$ cat config.mk
export PLATFORM = sky130hd
export DESIGN_NAME = timestamp_ordered_lock_arbiter_flat
export DESIGN_NICKNAME = d
export VERILOG_FILES = /design/src/hdl/tola_pkg.sv /design/src/hdl/tola_req_if.sv /design/src/hdl/tola_res_if.sv /design/src/hdl/timestamp_ordered_lock_arbiter.sv /design/src/hdl/tola_fifo.sv /design/src/hdl/tola_front.sv /design/src/hdl/tola_back.sv /design/src/flat_wrapper.sv
export SDC_FILE = /design/constraint.sdc
export NUM_CORES = 1
export LEC_CHECK = 0
export BUFFER_PORTS_ARGS = -buffer_cell sky130_fd_sc_hd__buf_2
export CAP_MARGIN = 15
export CELL_PAD_IN_SITES_DETAIL_PLACEMENT = 1
export CELL_PAD_IN_SITES_GLOBAL_PLACEMENT = 1
export CORE_AREA = 5 5 271 273
export CTS_CLUSTER_DIAMETER = 30
export DETAILED_ROUTE_END_ITERATION = 10
export DIE_AREA = 0 0 276 278
export PLACE_DENSITY = 0.74
export SYNTH_ARGS = -nofsm -noshare
export SYNTH_HDL_FRONTEND = slang
export SYNTH_SLANG_ARGS = --single-unit
$ cat constraint.sdc
create_clock -name clk -period 5.09 [get_ports clk]
set_input_delay 1.018 -clock clk [delete_from_list [all_inputs] [get_ports clk]]
set_output_delay 1.018 -clock clk [all_outputs]
set_load 0.01 [all_outputs]
$ cat src/hdl/tola_pkg.sv
`timescale 1ns / 1ps
`default_nettype none

package tola_pkg;

  // Field widths fixed by the message format
  localparam int unsigned ID_W    = 4;
  localparam int unsigned STAMP_W = 48;
  localparam int unsigned QCNT_W  = 4;

  // Default number of queue slots (one per client)
  localparam int unsigned MAX_CLIENTS_DEFAULT = 8;

  // Command codes on the request channel
  localparam logic CMD_REQUEST = 1'b0;
  localparam logic CMD_RELEASE = 1'b1;

  // Operation class decided by the front end
  typedef enum logic [1:0] {
    OP_IGNORE  = 2'd0,
    OP_REQUEST = 2'd1,
    OP_RELEASE = 2'd2
  } op_kind_t;

  // One classified operation waiting for the back end
  typedef struct packed {
    op_kind_t             kind;
    logic [ID_W-1:0]      client_id;
    logic [STAMP_W-1:0]   stamp;
  } op_t;

  // One queue slot
  typedef struct packed {
    logic [ID_W-1:0]      client_id;
    logic [STAMP_W-1:0]   stamp;
  } entry_t;

  // One result beat
  typedef struct packed {
    logic                 grant_valid;
    logic [ID_W-1:0]      grant_client;
    logic                 locked;
    logic [ID_W-1:0]      holder;
    logic [QCNT_W-1:0]    queue_count;
    logic                 overflow;
    logic                 unknown_release;
  } result_t;

  // Handshake between the operation queue and the back end
  typedef struct packed {
    logic                 empty;
    op_t                  head;
  } opq_status_t;

endpackage

`default_nettype wire

$ cat src/hdl/tola_req_if.sv
`timescale 1ns / 1ps
`default_nettype none

interface tola_req_if;
  logic                             valid;
  logic                             ready;
  logic                             cmd;
  logic [tola_pkg::ID_W-1:0]        client_id;
  logic [tola_pkg::STAMP_W-1:0]     stamp;

  modport source (output valid, output cmd, output client_id, output stamp, input ready);
  modport sink   (input valid, input cmd, input client_id, input stamp, output ready);
endinterface

`default_nettype wire

$ cat src/hdl/tola_res_if.sv
`timescale 1ns / 1ps
`default_nettype none

interface tola_res_if;
  logic                             valid;
  logic                             ready;
  logic                             grant_valid;
  logic [tola_pkg::ID_W-1:0]        grant_client;
  logic                             locked;
  logic [tola_pkg::ID_W-1:0]        holder;
  logic [tola_pkg::QCNT_W-1:0]      queue_count;
  logic                             overflow;
  logic                             unknown_release;

  modport source (output valid, output grant_valid, output grant_client, output locked,
                  output holder, output queue_count, output overflow,
                  output unknown_release, input ready);
  modport sink   (input valid, input grant_valid, input grant_client, input locked,
                  input holder, input queue_count, input overflow,
                  input unknown_release, output ready);
endinterface

`default_nettype wire

$ cat src/hdl/timestamp_ordered_lock_arbiter.sv
// Timestamp-ordered lock arbiter.
// req channel: one beat per lock message (cmd, client_id, stamp). cmd request
//   queues the client behind the holder in stamp order; cmd release by the
//   holder frees the lock or passes it to the next waiter, else withdraws the
//   client's first waiting entry. Ids outside 1..MAX_CLIENTS are ignored.
// res channel: exactly one beat per accepted message with the grant, lock
//   state, holder, queue fill and the overflow / unknown-release flags.
// A front end classifies each beat into a two-deep operation queue; the back
//   end owns the queue memory and works one operation at a time.
// A message that needs no memory walk passes from the accepted req beat
//   through the operation queue and the back end to the output register;
//   an insert or removal deep in the queue first walks the queue memory
//   one slot per cycle (one write port, one registered read port).
// The back end pops a new message only once the last result is published.
// Reset empties the queue and frees the lock; slot contents are not cleared.
// A stalled receiver holds the result in the output register; the back end
//   then waits, and req.ready drops once the operation queue is full.
`timescale 1ns / 1ps
`default_nettype none

module timestamp_ordered_lock_arbiter #(
  parameter int unsigned MAX_CLIENTS = tola_pkg::MAX_CLIENTS_DEFAULT
) (
  input  wire logic  clk,
  input  wire logic  rst,
  tola_req_if.sink   req,
  tola_res_if.source res
);

  logic                  q_full;
  logic                  q_push;
  tola_pkg::op_t         q_push_data;
  logic                  q_pop;
  tola_pkg::opq_status_t q_status;

  tola_front #(
    .MAX_CLIENTS (MAX_CLIENTS)
  ) u_front (
    .req       (req),
    .q_full    (q_full),
    .push      (q_push),
    .push_data (q_push_data)
  );

  tola_fifo u_fifo (
    .clk       (clk),
    .rst       (rst),
    .push      (q_push),
    .push_data (q_push_data),
    .full      (q_full),
    .pop       (q_pop),
    .status    (q_status)
  );

  tola_back #(
    .MAX_CLIENTS (MAX_CLIENTS)
  ) u_back (
    .clk      (clk),
    .rst      (rst),
    .q_status (q_status),
    .q_pop    (q_pop),
    .res      (res)
  );

  // A grant always leaves the lock held
  assert property (@(posedge clk) disable iff (rst)
    (res.valid && res.grant_valid) |-> res.locked)
    else $error("grant reported with lock free");

  // A free lock means an empty queue and no holder
  assert property (@(posedge clk) disable iff (rst)
    (res.valid && !res.locked) |-> ((res.holder == '0) && (res.queue_count == '0)))
    else $error("free lock with holder or queued entries");

  // One message cannot both overflow and name an absent client
  assert property (@(posedge clk) disable iff (rst)
    res.valid |-> !(res.overflow && res.unknown_release))
    else $error("overflow and unknown release together");

  // No result right after reset
  assert property (@(posedge clk) disable iff (rst)
    $past(rst) |-> !res.valid)
    else $error("result valid right after reset");

endmodule

`default_nettype wire

$ cat src/hdl/tola_fifo.sv
`timescale 1ns / 1ps
`default_nettype none

module tola_fifo (
  input  wire logic                  clk,
  input  wire logic                  rst,
  input  wire logic                  push,
  input  wire tola_pkg::op_t         push_data,
  output      logic                  full,
  input  wire logic                  pop,
  output      tola_pkg::opq_status_t status
);

  tola_pkg::op_t slots [2];
  logic          wr_ptr;
  logic          rd_ptr;
  logic [1:0]    cnt;
  logic [1:0]    cnt_next;

  // Track occupancy
  always_comb begin
    cnt_next = cnt;
    if (push && !pop) begin
      cnt_next = cnt + 2'd1;
    end else if (pop && !push) begin
      cnt_next = cnt - 2'd1;
    end
  end

  // Advance pointers and count
  always_ff @(posedge clk) begin
    if (rst) begin
      wr_ptr <= 1'b0;
      rd_ptr <= 1'b0;
      cnt    <= 2'd0;
    end else begin
      if (push) begin
        wr_ptr <= ~wr_ptr;
      end
      if (pop) begin
        rd_ptr <= ~rd_ptr;
      end
      cnt <= cnt_next;
    end
  end

  // Store the incoming operation
  always_ff @(posedge clk) begin
    if (push) begin
      slots[wr_ptr] <= push_data;
    end
  end

  assign full         = (cnt == 2'd2);
  assign status.empty = (cnt == 2'd0);
  assign status.head  = slots[rd_ptr];

endmodule

`default_nettype wire

$ cat src/hdl/tola_front.sv
`timescale 1ns / 1ps
`default_nettype none

module tola_front #(
  parameter int unsigned MAX_CLIENTS = tola_pkg::MAX_CLIENTS_DEFAULT
) (
  tola_req_if.sink             req,
  input  wire logic            q_full,
  output      logic            push,
  output      tola_pkg::op_t   push_data
);

  logic id_ok;

  // Accept a beat whenever the operation queue has room
  assign req.ready = !q_full;
  assign push      = req.valid && !q_full;

  // Classify: ids outside 1..MAX_CLIENTS become OP_IGNORE and have no effect
  assign id_ok = (req.client_id != '0) && (32'(req.client_id) <= 32'(MAX_CLIENTS));

  always_comb begin
    push_data.client_id = req.client_id;
    push_data.stamp     = req.stamp;
    if (!id_ok) begin
      push_data.kind = tola_pkg::OP_IGNORE;
    end else if (req.cmd == tola_pkg::CMD_RELEASE) begin
      push_data.kind = tola_pkg::OP_RELEASE;
    end else begin
      push_data.kind = tola_pkg::OP_REQUEST;
    end
  end

endmodule

`default_nettype wire

$ cat src/hdl/tola_back.sv
`timescale 1ns / 1ps
`default_nettype none

module tola_back #(
  parameter int unsigned MAX_CLIENTS = tola_pkg::MAX_CLIENTS_DEFAULT
) (
  input  wire logic                  clk,
  input  wire logic                  rst,
  input  wire tola_pkg::opq_status_t q_status,
  output      logic                  q_pop,
  tola_res_if.source                 res
);

  localparam int unsigned AW        = (MAX_CLIENTS > 1) ? $clog2(MAX_CLIENTS) : 1;
  localparam int unsigned CW        = $clog2(MAX_CLIENTS + 1);
  localparam int unsigned MEM_DEPTH = 1 << AW;

  typedef enum logic [7:0] {
    S_IDLE    = 8'b0000_0001,
    S_INS_RD  = 8'b0000_0010,
    S_INS     = 8'b0000_0100,
    S_INS_PUT = 8'b0000_1000,
    S_SRCH_RD = 8'b0001_0000,
    S_SRCH    = 8'b0010_0000,
    S_SHF_RD  = 8'b0100_0000,
    S_DONE    = 8'b1000_0000
  } state_t;

  // S_SHF reuses the search read pipeline, so it is a separate one-hot bit group
  typedef enum logic [1:0] {
    SHF_OFF = 2'b01,
    SHF_ON  = 2'b10
  } shf_t;

  // Queue storage
  tola_pkg::entry_t mem [MEM_DEPTH];
  tola_pkg::entry_t rdata;
  logic             mem_we;
  logic [AW-1:0]    mem_waddr;
  tola_pkg::entry_t mem_wdata;
  logic [AW-1:0]    mem_raddr;

  // Control state
  state_t               state, state_next;
  shf_t                 shf, shf_next;
  logic [CW-1:0]        count, count_next;
  logic                 locked, locked_next;
  logic [tola_pkg::ID_W-1:0] holder, holder_next;

  // Operation in progress
  tola_pkg::op_t        op, op_next;
  logic [AW-1:0]        idx, idx_next;
  logic                 hrel, hrel_next;
  logic                 gvalid, gvalid_next;
  logic [tola_pkg::ID_W-1:0] gclient, gclient_next;
  logic                 ovf, ovf_next;
  logic                 unk, unk_next;

  // Output register
  logic                 res_valid, res_valid_next;
  tola_pkg::result_t    res_data, res_data_next;

  logic [CW-1:0]        cnt_m1;
  logic                 idx_last;
  logic                 idx_p1_last;
  logic [CW+3:0]        cnt_wide;
  tola_pkg::entry_t     new_entry;
  tola_pkg::entry_t     head_entry;

  assign cnt_m1      = count - CW'(1);
  assign idx_last    = (CW'(idx) == cnt_m1);
  assign idx_p1_last = ((CW'(idx) + CW'(1)) == cnt_m1);
  assign cnt_wide    = {4'd0, count};
  assign new_entry   = '{client_id: op.client_id, stamp: op.stamp};
  assign head_entry  = '{client_id: q_status.head.client_id, stamp: q_status.head.stamp};

  // Memory: one write port, one registered read port
  always_ff @(posedge clk) begin
    if (mem_we) begin
      mem[mem_waddr] <= mem_wdata;
    end
    rdata <= mem[mem_raddr];
  end

  // Sequencer
  always_comb begin
    state_next     = state;
    shf_next       = shf;
    count_next     = count;
    locked_next    = locked;
    holder_next    = holder;
    op_next        = op;
    idx_next       = idx;
    hrel_next      = hrel;
    gvalid_next    = gvalid;
    gclient_next   = gclient;
    ovf_next       = ovf;
    unk_next       = unk;
    res_valid_next = res_valid && !res.ready;
    res_data_next  = res_data;
    mem_we         = 1'b0;
    mem_waddr      = idx;
    mem_wdata      = rdata;
    mem_raddr      = idx;
    q_pop          = 1'b0;

    if (shf == SHF_ON) begin
      // Shift down: rdata holds entry idx+1, move it into idx
      mem_we    = 1'b1;
      mem_waddr = idx;
      mem_wdata = rdata;
      mem_raddr = idx + AW'(2);
      if (hrel && (idx == '0)) begin
        holder_next  = rdata.client_id;
        gvalid_next  = 1'b1;
        gclient_next = rdata.client_id;
      end
      if (idx_p1_last) begin
        count_next = cnt_m1;
        shf_next   = SHF_OFF;
        state_next = S_DONE;
      end else begin
        idx_next = idx + AW'(1);
      end
    end else begin
      case (state)
        S_IDLE: begin
          if (!q_status.empty) begin
            q_pop        = 1'b1;
            op_next      = q_status.head;
            hrel_next    = 1'b0;
            gvalid_next  = 1'b0;
            gclient_next = '0;
            ovf_next     = 1'b0;
            unk_next     = 1'b0;
            state_next   = S_DONE;
            case (q_status.head.kind)
              tola_pkg::OP_REQUEST: begin
                if (count == CW'(MAX_CLIENTS)) begin
                  ovf_next = 1'b1;
                end else if (count == '0) begin
                  // Empty queue: the requester takes the lock at once
                  mem_we       = 1'b1;
                  mem_waddr    = '0;
                  mem_wdata    = head_entry;
                  count_next   = CW'(1);
                  locked_next  = 1'b1;
                  holder_next  = q_status.head.client_id;
                  gvalid_next  = 1'b1;
                  gclient_next = q_status.head.client_id;
                end else if (count == CW'(1)) begin
                  mem_we     = 1'b1;
                  mem_waddr  = AW'(1);
                  mem_wdata  = head_entry;
                  count_next = count + CW'(1);
                end else begin
                  idx_next   = AW'(cnt_m1);
                  state_next = S_INS_RD;
                end
              end
              tola_pkg::OP_RELEASE: begin
                if (locked && (holder == q_status.head.client_id)) begin
                  if (count == CW'(1)) begin
                    count_next  = '0;
                    locked_next = 1'b0;
                    holder_next = '0;
                  end else begin
                    idx_next   = '0;
                    hrel_next  = 1'b1;
                    state_next = S_SHF_RD;
                  end
                end else if (locked && (count > CW'(1))) begin
                  idx_next   = AW'(1);
                  state_next = S_SRCH_RD;
                end else begin
                  unk_next = 1'b1;
                end
              end
              default: begin
              end
            endcase
          end
        end

        S_INS_RD: begin
          mem_raddr  = idx;
          state_next = S_INS;
        end

        // Walk down from the tail, moving later stamps up one slot
        S_INS: begin
          mem_raddr = idx - AW'(1);
          if (rdata.stamp > op.stamp) begin
            mem_we    = 1'b1;
            mem_waddr = idx + AW'(1);
            mem_wdata = rdata;
            if (idx == AW'(1)) begin
              state_next = S_INS_PUT;
            end else begin
              idx_next = idx - AW'(1);
            end
          end else begin
            mem_we     = 1'b1;
            mem_waddr  = idx + AW'(1);
            mem_wdata  = new_entry;
            count_next = count + CW'(1);
            state_next = S_DONE;
          end
        end

        S_INS_PUT: begin
          mem_we     = 1'b1;
          mem_waddr  = idx;
          mem_wdata  = new_entry;
          count_next = count + CW'(1);
          state_next = S_DONE;
        end

        S_SRCH_RD: begin
          mem_raddr  = idx;
          state_next = S_SRCH;
        end

        // Look for the first waiting entry of this client
        S_SRCH: begin
          mem_raddr = idx + AW'(1);
          if (rdata.client_id == op.client_id) begin
            if (idx_last) begin
              count_next = cnt_m1;
              state_next = S_DONE;
            end else begin
              shf_next = SHF_ON;
            end
          end else if (idx_last) begin
            unk_next   = 1'b1;
            state_next = S_DONE;
          end else begin
            idx_next = idx + AW'(1);
          end
        end

        S_SHF_RD: begin
          mem_raddr = idx + AW'(1);
          shf_next  = SHF_ON;
        end

        // Publish the result once the output register is free
        S_DONE: begin
          if (!res_valid || res.ready) begin
            res_valid_next                = 1'b1;
            res_data_next.grant_valid     = gvalid;
            res_data_next.grant_client    = gclient;
            res_data_next.locked          = locked;
            res_data_next.holder          = locked ? holder : '0;
            res_data_next.queue_count     = cnt_wide[tola_pkg::QCNT_W-1:0];
            res_data_next.overflow        = ovf;
            res_data_next.unknown_release = unk;
            state_next                    = S_IDLE;
          end
        end

        default: begin
          state_next = S_IDLE;
        end
      endcase
    end
  end

  // Control registers
  always_ff @(posedge clk) begin
    if (rst) begin
      state     <= S_IDLE;
      shf       <= SHF_OFF;
      count     <= '0;
      locked    <= 1'b0;
      holder    <= '0;
      res_valid <= 1'b0;
    end else begin
      state     <= state_next;
      shf       <= shf_next;
      count     <= count_next;
      locked    <= locked_next;
      holder    <= holder_next;
      res_valid <= res_valid_next;
    end
  end

  // Payload registers
  always_ff @(posedge clk) begin
    op       <= op_next;
    idx      <= idx_next;
    hrel     <= hrel_next;
    gvalid   <= gvalid_next;
    gclient  <= gclient_next;
    ovf      <= ovf_next;
    unk      <= unk_next;
    res_data <= res_data_next;
  end

  assign res.valid           = res_valid;
  assign res.grant_valid     = res_data.grant_valid;
  assign res.grant_client    = res_data.grant_client;
  assign res.locked          = res_data.locked;
  assign res.holder          = res_data.holder;
  assign res.queue_count     = res_data.queue_count;
  assign res.overflow        = res_data.overflow;
  assign res.unknown_release = res_data.unknown_release;

endmodule

`default_nettype wire
$ cat src/flat_wrapper.sv
// flat-port wrapper written by rule: the top's interface ports become plain ports
module timestamp_ordered_lock_arbiter_flat 
#(
  parameter int unsigned MAX_CLIENTS = tola_pkg::MAX_CLIENTS_DEFAULT
)
  (clk, rst, req_valid, req_cmd, req_client_id, req_stamp, req_ready, res_valid, res_grant_valid, res_grant_client, res_locked, res_holder, res_queue_count, res_overflow, res_unknown_release, res_ready);
  tola_req_if req_i ();
  tola_res_if res_i ();
  input  wire logic clk;
  input  wire logic rst;
  input wire logic [$bits(req_i.valid)-1:0] req_valid;
  input wire logic [$bits(req_i.cmd)-1:0] req_cmd;
  input wire logic [$bits(req_i.client_id)-1:0] req_client_id;
  input wire logic [$bits(req_i.stamp)-1:0] req_stamp;
  output wire logic [$bits(req_i.ready)-1:0] req_ready;
  output wire logic [$bits(res_i.valid)-1:0] res_valid;
  output wire logic [$bits(res_i.grant_valid)-1:0] res_grant_valid;
  output wire logic [$bits(res_i.grant_client)-1:0] res_grant_client;
  output wire logic [$bits(res_i.locked)-1:0] res_locked;
  output wire logic [$bits(res_i.holder)-1:0] res_holder;
  output wire logic [$bits(res_i.queue_count)-1:0] res_queue_count;
  output wire logic [$bits(res_i.overflow)-1:0] res_overflow;
  output wire logic [$bits(res_i.unknown_release)-1:0] res_unknown_release;
  input wire logic [$bits(res_i.ready)-1:0] res_ready;
  assign req_i.valid = req_valid;
  assign req_i.cmd = req_cmd;
  assign req_i.client_id = req_client_id;
  assign req_i.stamp = req_stamp;
  assign req_ready = req_i.ready;
  assign res_valid = res_i.valid;
  assign res_grant_valid = res_i.grant_valid;
  assign res_grant_client = res_i.grant_client;
  assign res_locked = res_i.locked;
  assign res_holder = res_i.holder;
  assign res_queue_count = res_i.queue_count;
  assign res_overflow = res_i.overflow;
  assign res_unknown_release = res_i.unknown_release;
  assign res_i.ready = res_ready;
  timestamp_ordered_lock_arbiter #(.MAX_CLIENTS(MAX_CLIENTS)) u_core (.clk(clk), .rst(rst), .req(req_i), .res(res_i));
endmodule
* Yosys cells after proc, flatten, opt, wreduce, memory -nomap -nowiden
Memory sizes are Yosys's and may differ from the RTL's. A register that Yosys moved wholly into a read port is not among the register bits.
Cells that the tools add are included.
** Word-level totals
- Bits in registers :: 103
- Memory bits (writable) :: 524
- Input bits :: 57
- Output and inout bits :: 18
- Word-level logic and storage cells :: 256
- Memories :: 2
** Memories
- u_core.u_back.mem :: depth 8, bits a word 52, read ports 1, clocked after Yosys merged registers in 1, write ports 1, line tola_back.sv:36 : tola_pkg::entry_t mem [MEM_DEPTH];
- u_core.u_fifo.slots :: depth 2, bits a word 54, read ports 1, clocked after Yosys merged registers in 1, write ports 1, line tola_fifo.sv:14 : tola_pkg::op_t slots [2];
** Operators by class
- Add/sub/neg operators :: 8
- $lt $le $gt $ge :: 3
- Eq/ne operators :: 54
- Multiplexer cells :: 122
- Bitwise gates (word level) :: 4
- Reduce and logical (&&, ||, !) cells :: 39
** Operators by type and width (count)
- $mux 52 :: 7
- $pmux 52 s3 :: 1
- $mux 8 :: 13
- $mux 4 :: 23
- $pmux 8 s8 :: 1
- $mux 3 :: 20
- $gt 48x48->1 :: 1
- $ne 3x3->1 const B :: 13
- $mux 1 :: 37
- $ne 4x4->1 const B :: 6
- $ne 2x2->1 const B :: 10
- $pmux 3 s2 :: 3
- $mux 2 :: 8
- $pmux 4 s2 :: 2
- $pmux 4 s4 :: 1
- $pmux 8 s2 :: 1
- $reduce_and 8->1 :: 2
- $ne 5x5->1 const B :: 3
- $reduce_and 13->1 :: 1
- $eq 4x4->1 :: 3
- $reduce_and 11->1 :: 1
- $pmux 3 s3 :: 1
- $reduce_and 3->1 :: 3
- $eq 8x1->1 const B :: 1
- other kinds (43) :: 68

* Longest topological paths before layout
- Word-level depth :: 10
- Depth in mapped cells :: 13
- Mapped depth without buffers :: 10

* By module
From an unflattened synthesis, not the netlist that was laid out.
** Second synthesis, totals
- Cells, all modules :: 1621
- Area total of the unflattened synthesis :: 28075.7 um^2
** By module, submodules not included
- tola_back :: times used 1, cells an instance 1373, area an instance 23527.6 um^2, seq. area each 16305.6 um^2
- tola_fifo :: times used 1, cells an instance 190, area an instance 4120.2 um^2, seq. area each 3343.2 um^2
- tola_front :: times used 1, cells an instance 58, area an instance 427.9 um^2, seq. area each 0.0 um^2

* Worst setup path before layout
OpenSTA, ideal clock, no wires.
- Kind :: reg-to-reg
- From :: reg (tool-made name)
- To :: mem u_core.u_back.mem[1][0] in the netlist's numbering (enable)
- Setup time :: 0.462 ns
- Arrival time :: 4.670 ns
- Data required time :: 4.628 ns
- Path slack :: -0.042 ns
- Cell stages (with the launch flop) :: 11
- Path buffers :: 2
- Clock period less this slack :: 5.132 ns
- Cell sequence :: dfxtp_1 clkbuf_1 buf_1 mux2i_1 ha_1 nand2_1 nor2_1 o211ai_1 a21oi_1 o21ai_0 nor2_1
** RTL lines (line)
- end, declared :: tola_back.sv:36

* Final worst setup path
- From :: reg u_core.u_back.count[0]
- To :: reg u_core.u_back.state[6]
** Between the ends
- Longest elaborated chain between the ends :: 7
- Elaborated cells between the ends (all ways) :: 17
- Those cells by class :: add/sub: 1; eq/ne: 6; mux: 8; reduce/logical: 2
** RTL lines
- start, declared :: line tola_back.sv:46 : logic [CW-1:0] count, count_next;
- start signal, assigned :: line tola_back.sv:281 : count <= count_next;
- $eq 4x1->1 / $logic_not 4->1 (equally long branches) :: line tola_back.sv:163, tola_back.sv:141
- $mux 8 (on tied branches) :: line tola_back.sv:163, tola_back.sv:141
- $mux 8 (on tied branches) :: line tola_back.sv:162, tola_back.sv:139
- $pmux 8 s2 :: line tola_back.sv:137 : case (q_status.head.kind)
- $mux 8 :: line tola_back.sv:128 : if (!q_status.empty) begin
- $pmux 8 s8 :: line tola_back.sv:126 : case (state)
- $mux 8 :: line tola_back.sv:107 : if (shf == SHF_ON) begin
- end signal, assigned :: line tola_back.sv:279 : state <= state_next;
- end, declared :: line tola_back.sv:44 : state_t state, state_next;
Parallel ways exist; a longest one is shown, timed or not. The select of a mux whose other input is x is not followed.
A chain may end at the register's enable or synchronous reset.

==> flow_summary_export.csv <==
group,metric,value,unit
sta,hold_viol_final,0,
critical_path,critPathMaxFanout,12,
run_status,status,"complete, no violations",
detailed_routing,num_vias,16000,
power,power_density,650,nW/um2
critical_path,arrival,4870,ps
detailed_routing,wl,70900,um
clocking,cts.sinks,680,
cells_and_area,fin_area,34300,um2
place,place_hpwl,39900,um
sta,rsz0062_at_grt,"false",
power,switchingPower,6.77,mW
worst_hold_path,hold_path_startpoint,"u_core.u_back.gvalid",
cells_and_area,finalNetCount,1948,
synth,async_reset_ff_share,0,%
place,placed_area,29600,um2
clocking,postCtsSetupBuffers,0,
power,p_int,15.5,mW
critical_path,path_class,"reg2reg",
global_routing,first_global_vias,17600,
synth,postSynthCellCount,1663,
global_routing,grt_antenna_before_repair,1,
synth,synthFlopType,"edfxtp_1",
critical_path,crit_start,"u_core.u_back.count[0]",
detailed_routing,postRouteAntennaNets,0,
global_routing,grt_overflow_total,0,
sta,setup_viol,0,
place,dp.cells,2644,
synth,synth.avg_cell_area,16.8,um2
cells_and_area,num_antenna_cells,0,
clocking,cts_tree,"done",
cells_and_area,fin_util,48.4,%
cells_and_area,drive_gt1_share,25.7,%
power,p_leak,12.0,nW
detailed_routing,drc_errors,0,
power,swShare,30.4,%
critical_path,start_kind,"flop",
critical_path,critPathRequiredTime,5710,ps
sta,period_share,83.4,%
synth,synth.ff_latch_count,680,
sta,period_needed,4250,ps
synth,synth-seq-area-share,70.3,%
power,finalPower,22.3,mW
worst_hold_path,hold_path_class,"reg2reg",
clocking,cts_resized,0,
sta,slew_headroom,31.5,%
clocking,cts_max_path_buffers,3,
cells_and_area,layout_common_cells,"edfxtp_1, clkbuf_16, nand3_1, nand2_1, mux2_2",
synth,synth_fp_nets,1779,
cells_and_area,final_cells,2897,
clocking,clock_latency,720,ps
power,ir_drop,0.274,mV
clocking,clkTransAtPathRegs,40,ps
place,io_buffers,74,
floorplanning,die_y,278,um
synth,ys_types,69,
flow_run,drv_cap,0,
detailed_routing,drtIter0Drc,1368,
sta,setup_ws,843,ps
power,combPwrFrac,23.8,%
power,p_clk_share,39.9,%
cells_and_area,mostFrequentLayoutCell,"edfxtp_1",
synth,yosysWarnings,0,
floorplanning,core_area,70900,um2
clocking,cts_hold_buf,0,
detailed_routing,vias_per_cell,5.51,
power,sequentialPowerShare,36.3,%
sta,maxSlewViolCount,0,
detailed_routing,drtPass1Iterations,4,
floorplanning,rows,98,
global_routing,grt_util_all_layers,18.4,%
place,pre_cts_slack,935,ps
critical_path,end_kind,"flop",
sta,max_freq,235,MHz
clocking,cts_max_level,4,
global_routing,grt_pass1_wl,108000,um
place,gp_congestion,0.850,
synth,synth.cell_area,28000,um2
floorplanning,dieArea,76700,um2
clocking,numCtsBuffers,135,
sta,whs,416,ps
sta,fin_skew,31.6,ps
floorplanning,io_pins,75,
critical_path,reg2reg_from,"u_core.u_back.count[0]",
floorplanning,fp.dieW,276,um
synth,synth_edf_count,603,
clocking,clock_tree.root_cell,"clkbuf_16",
detailed_routing,wl_per_cell,24.5,um
floorplanning,initial_core_util,39.4,%
cells_and_area,synthToLayoutAreaGrowth,22.7,%
global_routing,grt_max_degree,105,
sta,worstMarginPinSlew,1030,ps
sta,tns,0,ps
-- registers in the layout, indices dropped and copies added, names as in the netlist, 2 cells and up, named ones only --
register / cells
u_core.u_fifo.slots: 108
u_core.u_back.rdata: 52
u_core.u_back.state: 8
u_core.u_back.res.grant_client: 4
u_core.u_back.gclient: 4
u_core.u_back.holder: 4
u_core.u_back.shf: 2
u_core.u_back.count: 4
u_core.u_back.idx: 3
u_core.u_back.mem: 416
u_core.u_back.res.queue_count: 4
u_core.u_back.res.holder: 4
u_core.u_fifo.cnt: 2
u_core.u_back.new_entry: 52
-- cells in the mapped netlist (4+ instances only) --
library cell | instances | area (um2)
nand2_1 | 103 | 387
a2bb2oi_1 | 4 | 35.0
a211o_1 | 4 | 35.0
mux4_2 | 44 | 991
o211ai_1 | 4 | 30.0
and3_1 | 8 | 50.1
mux2_2 | 100 | 1130
dfxtp_1 | 77 | 1540
or2_2 | 4 | 25.0
o21a_1 | 5 | 37.5
xor2_1 | 12 | 105
nand3_1 | 109 | 546
a21o_1 | 7 | 52.6
clkbuf_1 | 50 | 188
xnor2_1 | 10 | 87.6
buf_2 | 13 | 65.1
nor2_1 | 50 | 188
mux2i_1 | 13 | 130
and2_1 | 5 | 31.3
o21ai_0 | 82 | 410
a211oi_1 | 11 | 82.6
a221oi_1 | 4 | 35.0
edfxtp_1 | 603 | 18100
nor3_1 | 11 | 55.1
nand4_1 | 14 | 87.6
inv_1 | 66 | 248
mux4_1 | 60 | 1580
a21oi_1 | 35 | 175
buf_6 | 9 | 101
or3_1 | 6 | 37.5
ha_1 | 59 | 738
nor2b_1 | 10 | 62.6
nor4_1 | 8 | 50.1
nand2b_1 | 9 | 56.3
-- final timing paths --
path                                         to  slack, ps  cells after the start
hold reg to reg   u_core.u_back.res.grant_valid        420                      0
setup reg to reg         u_core.u_back.state[6]        840                     10
hold / removal    u_core.u_back.res.grant_valid        420                      0
setup / recovery         u_core.u_back.state[6]        840                     10
-- cell type report --
class | count | area, um2
inverter | 66 | 248
tap | 950 | 1190
sequential | 680 | 19700
clock inverter | 88 | 1020
fill | 6760 | 36600
clock buffer | 164 | 3620
timing repair buffer | 109 | 758
multi-input combinational | 840 | 7800
-- power groups by stage --
stage,Combinational (mW),Sequential (mW),Clock [mW]
2_1_floorplan,3.61,7.99,0
3_3_place_gp,4.97,8.11,0
3_5_place_dp,5.21,8.16,0
4_1_cts,5.32,8.09,9.06
5_1_grt,5.72,8.15,9.40
6_report,5.30,8.09,8.91
-- cell families after synthesis --
kind of cell             Yosys count  share of synthesized area, %
flip-flops                       680                          70.3
buffers and inverters            143                          2.26
AND/OR/NAND/NOR                  351                          6.07
adder cells (fa/ha/maj)           59                          2.64
multiplexers                     218                          13.7
AO/OA/AOI/OAI                    187                          4.10
XOR/XNOR                          25                         0.913
-- layer usage --
layer	share of wire, %	vias up	GRT usage, %
met5	0.018	-	0
met4	2.3	2	6.35
met3	5.6	127	4.11
met2	51	548	31.9
met1	41	8347	22.9
li1	-	6952	-
-- worst max-delay path: stages, from the launching register on --
cell       delay [ps]
dfxtp_1           550
inv_1             140
ha_1              340
xor2_1            300
xnor2_1           110
nor4b_1           770
a2bb2oi_1         420
a211o_1           360
a21o_1            400
or4b_1            600
a21oi_1           160
(Power assumes the default switching activity.)
